[src/lmtc_pkg.sv]
// lcd mode timing controller: shared types and timing constants
// used by lmtc_step and lcd_mode_timing_controller_top; no dependencies
`default_nettype none

package lmtc_pkg;

   // lcd mode codes as seen on the status register
   typedef enum logic [1:0] {
      MODE_HBLANK = 2'd0,
      MODE_VBLANK = 2'd1,
      MODE_OAM    = 2'd2,
      MODE_XFER   = 2'd3
   } mode_type;

   localparam int unsigned COUNT_W = 10;
   localparam int unsigned LINE_W  = 8;

   localparam logic [COUNT_W-1:0] HBLANK_CYCLES      = 10'd204;
   localparam logic [COUNT_W-1:0] VBLANK_LINE_CYCLES = 10'd456;
   localparam logic [COUNT_W-1:0] OAM_CYCLES         = 10'd80;
   localparam logic [COUNT_W-1:0] XFER_CYCLES        = 10'd172;
   localparam logic [LINE_W-1:0]  FIRST_VBLANK_LINE  = 8'd144;
   localparam logic [LINE_W-1:0]  LAST_LINE          = 8'd153;

   typedef struct packed {
      mode_type            mode;
      logic [LINE_W-1:0]   line;
      logic [COUNT_W-1:0]  count;
   } timing_state_type;

   typedef struct packed {
      logic vblank_entered;
      logic vblank_irq;
      logic stat_irq;
      logic render_line;
   } event_flags_type;

endpackage

`default_nettype wire

[src/lmtc_step.sv]
// lcd mode timing controller: next-state and event logic for one tick
// depends on lmtc_pkg
`default_nettype none

module lmtc_step (
   input  lmtc_pkg::timing_state_type state_cur,
   input  logic [7:0]                 cycles,
   input  logic                       display_enable,
   input  logic                       irq_master_enable,
   input  logic                       vblank_irq_enable,
   input  logic [7:0]                 line_compare,
   output lmtc_pkg::timing_state_type state_nxt,
   output lmtc_pkg::event_flags_type  flags
);
   import lmtc_pkg::*;

   logic [COUNT_W-1:0] count_sum;
   logic [LINE_W-1:0]  line_inc;
   logic               changed;

   assign count_sum = state_cur.count + {{(COUNT_W-8){1'b0}}, cycles};
   assign line_inc  = state_cur.line + 8'd1;

   always_comb begin
      state_nxt = state_cur;
      flags     = '0;
      changed   = 1'b0;
      if (display_enable) begin
         state_nxt.count = count_sum;
         unique case (state_cur.mode)
            MODE_HBLANK: begin
               if (count_sum >= HBLANK_CYCLES) begin
                  state_nxt.count = '0;
                  state_nxt.line  = line_inc;
                  if (line_inc == FIRST_VBLANK_LINE) begin
                     state_nxt.mode       = MODE_VBLANK;
                     flags.vblank_entered = 1'b1;
                  end else begin
                     state_nxt.mode = MODE_OAM;
                  end
                  changed = 1'b1;
               end
            end
            MODE_VBLANK: begin
               if (count_sum >= VBLANK_LINE_CYCLES) begin
                  flags.vblank_irq = (state_cur.line == FIRST_VBLANK_LINE) &&
                                     irq_master_enable && vblank_irq_enable;
                  state_nxt.count = '0;
                  state_nxt.line  = line_inc;
                  // wrap back to the top of the frame
                  if (line_inc > LAST_LINE) begin
                     state_nxt.line = '0;
                     state_nxt.mode = MODE_OAM;
                     changed        = 1'b1;
                  end
               end
            end
            MODE_OAM: begin
               if (count_sum >= OAM_CYCLES) begin
                  state_nxt.count = '0;
                  state_nxt.mode  = MODE_XFER;
                  changed         = 1'b1;
               end
            end
            MODE_XFER: begin
               if (count_sum >= XFER_CYCLES) begin
                  state_nxt.count   = '0;
                  state_nxt.mode    = MODE_HBLANK;
                  flags.render_line = 1'b1;
                  changed           = 1'b1;
               end
            end
            default: begin
               state_nxt = state_cur;
            end
         endcase
         // compare uses the line after the update
         flags.stat_irq = changed && (state_nxt.line == line_compare);
      end
   end

endmodule

`default_nettype wire

[src/lcd_mode_timing_controller_top.sv]
// lcd mode timing controller top level: handshakes, timing state, result register
// depends on lmtc_pkg and lmtc_step
`default_nettype none

// usage
//  - req channel: one transaction is one tick carrying the cpu cycles spent
//    since the previous tick plus the display and interrupt enable bits
//  - rsp channel: exactly one transaction per accepted tick, in order, with the
//    lcd mode and scanline after the tick and the event flags it caused
//  - csr port: csr_wr_en writes csr_wr_data into the line compare register;
//    write it only while no tick is in flight
//  - result: a tick's result is registered and is on rsp the cycle after acceptance
//  - throughput: one tick per cycle while req_stall is low; the update is a 10-bit
//    add and a threshold compare from the timing state registers into the result register
//  - stall: a full result register holds while rsp_stall is high; req_stall
//    rises only when that register is full and stalled, and drops the cycle it
//    is taken, so ticks keep flowing back to back
//  - reset: mode hblank, line 0, cycle count 0, line compare 0, rsp empty
//  - display off: the tick still gives a result, with the held mode and line
//    and all event flags low; no state moves

module lcd_mode_timing_controller_top (
   input  logic       clock,
   input  logic       reset,
   // tick input
   input  logic       req_valid,
   output logic       req_stall,
   input  logic [7:0] req_cycles,
   input  logic       req_display_enable,
   input  logic       req_irq_master_enable,
   input  logic       req_vblank_irq_enable,
   // result output
   output logic       rsp_valid,
   input  logic       rsp_stall,
   output logic [1:0] rsp_lcd_mode,
   output logic [7:0] rsp_scan_line,
   output logic       rsp_vblank_entered,
   output logic       rsp_vblank_irq,
   output logic       rsp_stat_irq,
   output logic       rsp_render_line,
   // line compare register
   input  logic       csr_wr_en,
   input  logic [7:0] csr_wr_data
);
   import lmtc_pkg::*;

   // timing state and config
   timing_state_type  state_ff, state_in;
   logic [7:0]        compare_ff, compare_in;

   // result register
   logic              rsp_valid_ff, rsp_valid_in;
   timing_state_type  rsp_state_ff, rsp_state_in;
   event_flags_type   rsp_flags_ff, rsp_flags_in;

   timing_state_type  step_state;
   event_flags_type   step_flags;
   logic              req_accept;

   lmtc_step u_step (
      .state_cur         (state_ff),
      .cycles            (req_cycles),
      .display_enable    (req_display_enable),
      .irq_master_enable (req_irq_master_enable),
      .vblank_irq_enable (req_vblank_irq_enable),
      .line_compare      (compare_ff),
      .state_nxt         (step_state),
      .flags             (step_flags)
   );

   // hold off new ticks only when the result register cannot drain
   assign req_stall  = rsp_valid_ff && rsp_stall;
   assign req_accept = req_valid && !req_stall;

   always_comb begin
      state_in     = state_ff;
      compare_in   = compare_ff;
      rsp_valid_in = rsp_valid_ff;
      rsp_state_in = rsp_state_ff;
      rsp_flags_in = rsp_flags_ff;

      if (csr_wr_en) begin
         compare_in = csr_wr_data;
      end

      if (req_accept) begin
         state_in     = step_state;
         rsp_valid_in = 1'b1;
         rsp_state_in = step_state;
         rsp_flags_in = step_flags;
      end else if (!rsp_stall) begin
         // result taken, nothing new behind it
         rsp_valid_in = 1'b0;
      end
   end

   // control state
   always_ff @(posedge clock) begin
      if (reset) begin
         state_ff.mode  <= MODE_HBLANK;
         state_ff.line  <= '0;
         state_ff.count <= '0;
         compare_ff     <= '0;
         rsp_valid_ff   <= 1'b0;
      end else begin
         state_ff       <= state_in;
         compare_ff     <= compare_in;
         rsp_valid_ff   <= rsp_valid_in;
      end
   end

   // result payload, no reset needed
   always_ff @(posedge clock) begin
      rsp_state_ff <= rsp_state_in;
      rsp_flags_ff <= rsp_flags_in;
   end

   assign rsp_valid          = rsp_valid_ff;
   assign rsp_lcd_mode       = rsp_state_ff.mode;
   assign rsp_scan_line      = rsp_state_ff.line;
   assign rsp_vblank_entered = rsp_flags_ff.vblank_entered;
   assign rsp_vblank_irq     = rsp_flags_ff.vblank_irq;
   assign rsp_stat_irq       = rsp_flags_ff.stat_irq;
   assign rsp_render_line    = rsp_flags_ff.render_line;

endmodule

`default_nettype wire

[config.mk]
export PLATFORM = sky130hd
export DESIGN_NAME = lcd_mode_timing_controller_top
export DESIGN_NICKNAME = d
export VERILOG_FILES = /design/src/lmtc_pkg.sv /design/src/lmtc_step.sv /design/src/lcd_mode_timing_controller_top.sv
export SDC_FILE = /design/constraint.sdc
export NUM_CORES = 1
export LEC_CHECK = 0
export ABC_AREA = 1
export BUFFER_PORTS_ARGS = -buffer_cell sky130_fd_sc_hd__clkbuf_2
export CORE_AREA = 5 5 92 94
export DETAILED_ROUTE_END_ITERATION = 8
export DIE_AREA = 0 0 97 99
export GPL_TIMING_DRIVEN = 0
export PLACE_DENSITY = 0.66
export SLEW_MARGIN = 25
export SYNTH_ARGS = -nofsm -noshare
export SYNTH_HDL_FRONTEND = slang
export SYNTH_SLANG_ARGS = --single-unit
[constraint.sdc]
create_clock -name clock -period 3.8 [get_ports clock]
set_input_delay 0.95 -clock clock [delete_from_list [all_inputs] [get_ports clock]]
set_output_delay 0.95 -clock clock [all_outputs]
set_load 0.03 [all_outputs]
==> results.cfg, run 1 <==
[status]
status = complete, no violations

[placement]
portBuffers = 38
place.gp.congestion = 0.982
hpwlAfterDp_um = 6490

[flow_run]
maxCapViolCount = 0

[logic_synthesis]
yosysWarnings = 0
syn-mean-instance-area_um2 = 6.79
yosysSeqAreaShare = 0.305
synth-async-reset-ratio = 0
synthDistinctLibCells = 40
synth_edf_count = 14
synth_area_um2 = 3290
netlist_instances = 484
synth_top_flop_cell = dfxtp_1
synthesis.nets = 520
ys_ff_latch = 43

[critical_path]
worstPathCellList = clkbuf_2 -> ha_1 -> inv_1 -> fa_1 -> inv_1 -> nand3_1 -> nand2_4 -> nand2_1 -> nand3_2 -> nand2_2 -> nor2_8 -> nand2_4 -> nand3_1 -> nand2_1 -> nor2_1 -> nand2_1 -> nand2_1 -> nand2_1 -> nor2_1 -> nand3_1 -> nor2_1
r2r_cells = 20
required_ns = 3.96
crit_type = input pin to flip-flop
cp-start-kind = input pin
critPathMaxStageDelay_ns = 0.42
critPathArrivalTime_ns = 3.58
endpoint = rsp_stat_irq
r2r_slack_ns = 0.78
crit_slowest_cell = fa_1
cp-end-kind = flip-flop
r2r-start = state_ff[0]
reg2reg_to = rsp_stat_irq
timing.critical_path.from = req_cycles[0]
crit_top_cell = nand2_1
cp_max_fo = 9

[route]
ant_nets = 0
drt_iter0_markers = 192
drc = 0
wirelength_um = 8320
wl_per_cell_um = 13.2
drt_first_pass_iters = 5
dr_total_vias = 3225
via_per_inst = 5.10

[die]
row_count = 32
initial_core_util = 0.434
die_area_um2 = 9600
coreArea_um2 = 7570
dieWidth_um = 97
ios = 40
fp.dieH_um = 99

[power]
clkPwrFrac = 0.228
vdd_drop_max_v = 0.000156
swShare = 0.384
p_sw_w = 0.000489
leakage_nw = 1.82
pwr-share-seq = 0.418
power.density_nw_per_um2 = 345
p_int_w = 0.000785
pwr-share-comb = 0.354

[final_layout]
n_antenna_cell = 0
drive_above_1_share = 0.175
final_nets = 565
fin_util = 0.488
syn_to_final_growth_pct = 12.3

[clock_tree]
clockBufferDepth = 2
cts_resized = 0
cts-hold-fix-buffers = 0
numCtsBuffers = 5
clk_latency_ns = 0.30
clkTransAtPathRegs_ns = 0.09
root_buffer = clkbuf_8
cts.htree.levels = 2
postCtsSetupBuffers = 0
tritoncts = built
clock-sinks = 43

[timing]
timing.final.crit_share = 0.899
period_minus_slack_ns = 3.42
rsz0062_at_grt = no
slew_violations = 0
max_freq_ghz = 0.293
final-setup-viol-count = 0
tns_ns = 0
hold_viol_final = 0
max_slew_margin = 0.450
skew_ns = 0.00871
tightest_slew_ns = 0.822

[global_route]
grt_max_degree = 16
grt.met1_usage = 0.246
grt_pass1_wl_um = 14200
overflow = 0
antenna_found_initial = 0
grt_usage = 0.177
grt_use_met3 = 0.0283
busiest_layer = met2
grt_pass1_vias = 3039
grt_use_met2 = 0.280

[hold_path]
min_from = state_ff[0]
min_path_type = flip-flop to flip-flop
metrics by stage:
stage	area [um2]	hold slack (ns)	setup WS, ns	std cells	power (W)
after CTS	3690	0.476	0.442	632	0.00128
after global routing	3690	0.496	0.187	632	0.00136
final	3690	0.475	0.384	632	0.00127
after detailed placement	3610	0.462	0.132	624	0.000989
after global placement	3600	0.456	0.108	624	0.000987
after floorplan	3290	0.449	0.591	484	0.000881
registers in the layout, indices dropped and copies added (netlist names):
signal / count
state_ff: 20
compare_ff: 8
rsp_render_line: 1
rsp_vblank_irq: 1
rsp_stat_irq: 1
rsp_valid: 1
rsp_lcd_mode: 2
rsp_vblank_entered: 1
rsp_scan_line: 8
power groups by stage:
stage	registers [W]	logic, W	clock network, W
floorplan	0.000567	0.000315	0
global placement	0.000543	0.000444	0
detailed placement	0.000543	0.000446	0
CTS	0.000533	0.000448	0.000303
global route	0.000538	0.000501	0.000320
finish	0.000533	0.000451	0.000290
synthesized netlist by cell type, types with 4 or more instances:
master,n,area (um2)
nand2_1,127,477
a211oi_1,8,60.1
nand2_4,9,101
nand3_2,5,50.1
dfxtp_1,29,581
edfxtp_1,14,420
nor2_1,45,169
clkbuf_1,9,33.8
nand2_2,14,87.6
inv_2,4,15.0
o21ai_0,19,95.1
nand3_1,51,255
ha_1,11,138
nand4_1,16,100
inv_1,70,263
a21oi_1,22,110
logic make-up after synthesis:
kind of cell,after synthesis,share of synthesized area
adder cells (fa/ha/maj),12,0.0480
AND/OR/NAND/NOR,281,0.425
buffers and inverters,86,0.104
flip-flops,43,0.305
XOR/XNOR,2,0.0110
AO/OA/AOI/OAI,60,0.107
layout make-up:
type / count / area (um2)
clock buffers: 5 / 68.8
clock inverters: 3 / 15.0
repair buffers: 38 / 190
inverters: 75 / 284
multi-input cells: 355 / 1950
fillers: 790 / 3880
flip-flops and latches: 43 / 1000
well taps: 102 / 128
plain buffers: 11 / 57.6
worst max-delay path, delay by kind of cell:
| kind | cells | cell delay [ns] |
|---|---|---|
| fa+ha+maj | 2 | 0.61 |
| simple gates | 16 | 1.76 |
| buf+inv | 3 | 0.24 |
worst min path at each step:
stage | endpoint | slack [ns] | cells past startpoint
after detailed placement | state_ff[0] | 0.46 | 2
final | state_ff[0] | 0.47 | 2
after CTS | state_ff[0] | 0.48 | 2
after global routing | state_ff[4] | 0.50 | 2
after global placement | state_ff[2] | 0.46 | 2
after floorplan | state_ff[0] | 0.45 | 2
layout by cell type (no fill, tap or decap), types with 2 or more instances in the layout:
cell type | synthesis | final
a211oi_1 | 8 | 8
a21oi_1 | 22 | 22
clkbuf_1 | 9 | 9
clkbuf_2 | 0 | 38
clkbuf_8 | 0 | 5
clkinv_1 | 0 | 2
dfxtp_1 | 29 | 29
edfxtp_1 | 14 | 14
ha_1 | 11 | 11
inv_1 | 70 | 70
inv_2 | 4 | 4
nand2_1 | 127 | 127
nand2_2 | 14 | 14
nand2_4 | 9 | 9
nand3_1 | 51 | 51
nand3_2 | 5 | 5
nand3_4 | 2 | 2
nand4_1 | 16 | 16
nor2_1 | 45 | 44
nor2_2 | 3 | 4
nor2_8 | 2 | 2
nor3_1 | 2 | 2
o21ai_0 | 19 | 19
o21bai_1 | 3 | 3
per-layer routing:
metal / wire (um) / part of all wire
met3: 562 / 0.068
met2: 3580 / 0.43
met4: 173 / 0.021
met5: 0 / 0
met1: 4000 / 0.48
(Power assumes the default switching activity.)
==> inputs of run 2 (changes only) <==
- ABC_CLOCK_PERIOD_IN_PS: not set -> 3800
- REMOVE_ABC_BUFFERS: not set -> 1
==> results.cfg, run 2 (synthesis gave the netlist of run 1 again) <==
[final_layout]
nFillCells = 785
final_cell_mix = nand2_1 (127), inv_1 (70), nand3_1 (51), nor2_1 (44), clkbuf_2 (39)
n_antenna_cell = 0
drive_above_1_share = 0.181
final_common_cell = nand2_1
top_register = state_ff
final_nets = 555
syn_to_final_growth_pct = 10.7
largest_reg_flops = 20
final_cells = 622

[power]
finalPower_w = 0.00125
power.density_nw_per_um2 = 344
vdd_drop_max_v = 0.000165
leakage_nw = 1.80

[placement]
placed_cells = 614
hpwlAfterDp_um = 6020
portBuffers = 39
pre_cts_slack_ns = 0.0350
place.gp.congestion = 0.907

[hold_path]
hold_depth = 2
hold_path_end = state_ff[0]
min_path_type = flip-flop to flip-flop
min_from = state_ff[0]

[flow_run]
maxCapViolCount = 0

[global_route]
busiest_layer = met2
grt_use_met2 = 0.264
grt_use_met3 = 0.0333
grt_pass1_vias = 2799
overflow = 0
grt_pass1_wl_um = 13100
grt_max_degree = 31
grt_usage = 0.163
antenna_found_initial = 0
grt.met1_usage = 0.227

[critical_path]
crit_type = input pin to flip-flop
cp_top_family = simple AND/OR/NAND/NOR gates
crit_top_cell = nand2_1
reg2reg_to = rsp_stat_irq
worstPathCellList = clkbuf_2 -> ha_1 -> inv_1 -> fa_1 -> inv_1 -> nand3_1 -> nand2_4 -> nand2_1 -> nand3_2 -> nand2_2 -> nor2_8 -> nand2_4 -> nand2_4 -> inv_1 -> nand2_1 -> nand3_2 -> nand2_1 -> nand2_1 -> nor2_1 -> nand3_1 -> nor2_1
critPathMaxStageDelay_ns = 0.40
r2r_slack_ns = 0.73
cp-start-kind = input pin
cp-end-kind = flip-flop
required_ns = 3.97
r2r_cells = 20
crit_slowest_cell = fa_1
path_buf_inv = 4
critPathArrivalTime_ns = 3.62
cp_max_fo = 11
r2r-start = state_ff[0]

[route]
wl_per_cell_um = 12.5
via_per_inst = 4.99
wirelength_um = 7770
ant_nets = 0
dr_total_vias = 3102
drc = 0
drt_first_pass_iters = 5
drt_iter0_markers = 230

[die]
coreArea_um2 = 7570
dieWidth_um = 97
row_count = 32
fp.dieH_um = 99
die_area_um2 = 9600
initial_core_util = 0.434
ios = 40

[clock_tree]
root_buffer = clkbuf_8
cts-hold-fix-buffers = 0
numCtsBuffers = 5
clk_latency_ns = 0.30
cts_resized = 0
clkTransAtPathRegs_ns = 0.08
cts.htree.levels = 2
tritoncts = built
clock-sinks = 43
postCtsSetupBuffers = 0
clockBufferDepth = 2

[timing]
setup_slack_ns = 0.346
hold_ws_ns = 0.478
timing.final.crit_share = 0.909
hold_viol_final = 0
tightest_slew_ns = 0.858
max_slew_margin = 0.427
final-setup-viol-count = 0
rsz0062_at_grt = no
slew_violations = 0
tns_ns = 0
skew_ns = 0.00574
max_freq_ghz = 0.290
period_minus_slack_ns = 3.45

[status]
status = complete, no violations
run 2: metrics by stage:
| stage | utilization | cell area (um2) |
|---|---|---|
| after global placement | 0.469 | 3550 |
| final | 0.481 | 3640 |
| after detailed placement | 0.470 | 3550 |
| after CTS | 0.481 | 3640 |
| after global routing | 0.481 | 3640 |
| after floorplan | - | 3230 |
run 2: report_power, final:
| group | total (W) | internal, W | switching (W) | leakage (nW) |
|---|---|---|---|---|
| Clock | 0.000290 | 0.000128 | 0.000161 | 0.0412 |
| Combinational | 0.000427 | 0.000139 | 0.000288 | 1.38 |
| Sequential | 0.000535 | 0.000511 | 0.0000243 | 0.379 |
run 2: layout make-up:
class	count	area, um2	area share
Clock inverter	2	12.5	0.00344
Timing Repair Buffer	39	195	0.0536
Inverter	75	284	0.0781
Tap cell	102	128	0.0351
Clock buffer	6	72.6	0.0199
Multi-Input combinational cell	355	1950	0.535
Sequential cell	43	1000	0.275
run 2: worst max-delay path by stage:
stage / startpoint / end / slack, ns / cells after the start
floorplan: req_cycles[0] / rsp_stat_irq / 0.60 / 19
global placement: req_cycles[0] / rsp_stat_irq / 0.04 / 21
detailed placement: req_cycles[0] / rsp_stat_irq / 0.03 / 21
CTS: req_cycles[0] / rsp_stat_irq / 0.32 / 21
finish: req_cycles[0] / rsp_stat_irq / 0.35 / 21
global route: req_cycles[0] / rsp_stat_irq / 0.04 / 21
run 2: tightest hold or removal path, stage by stage, from the launching register on:
cell and delay [ns]:
dfxtp_1 0.32, nand2_1 0.06, a21oi_1 0.06
run 2: layer usage:
layer,routed length (um),share of wire
met5,0,0
met4,50,0.0064
met3,450,0.058
met2,3550,0.46
met1,3720,0.48
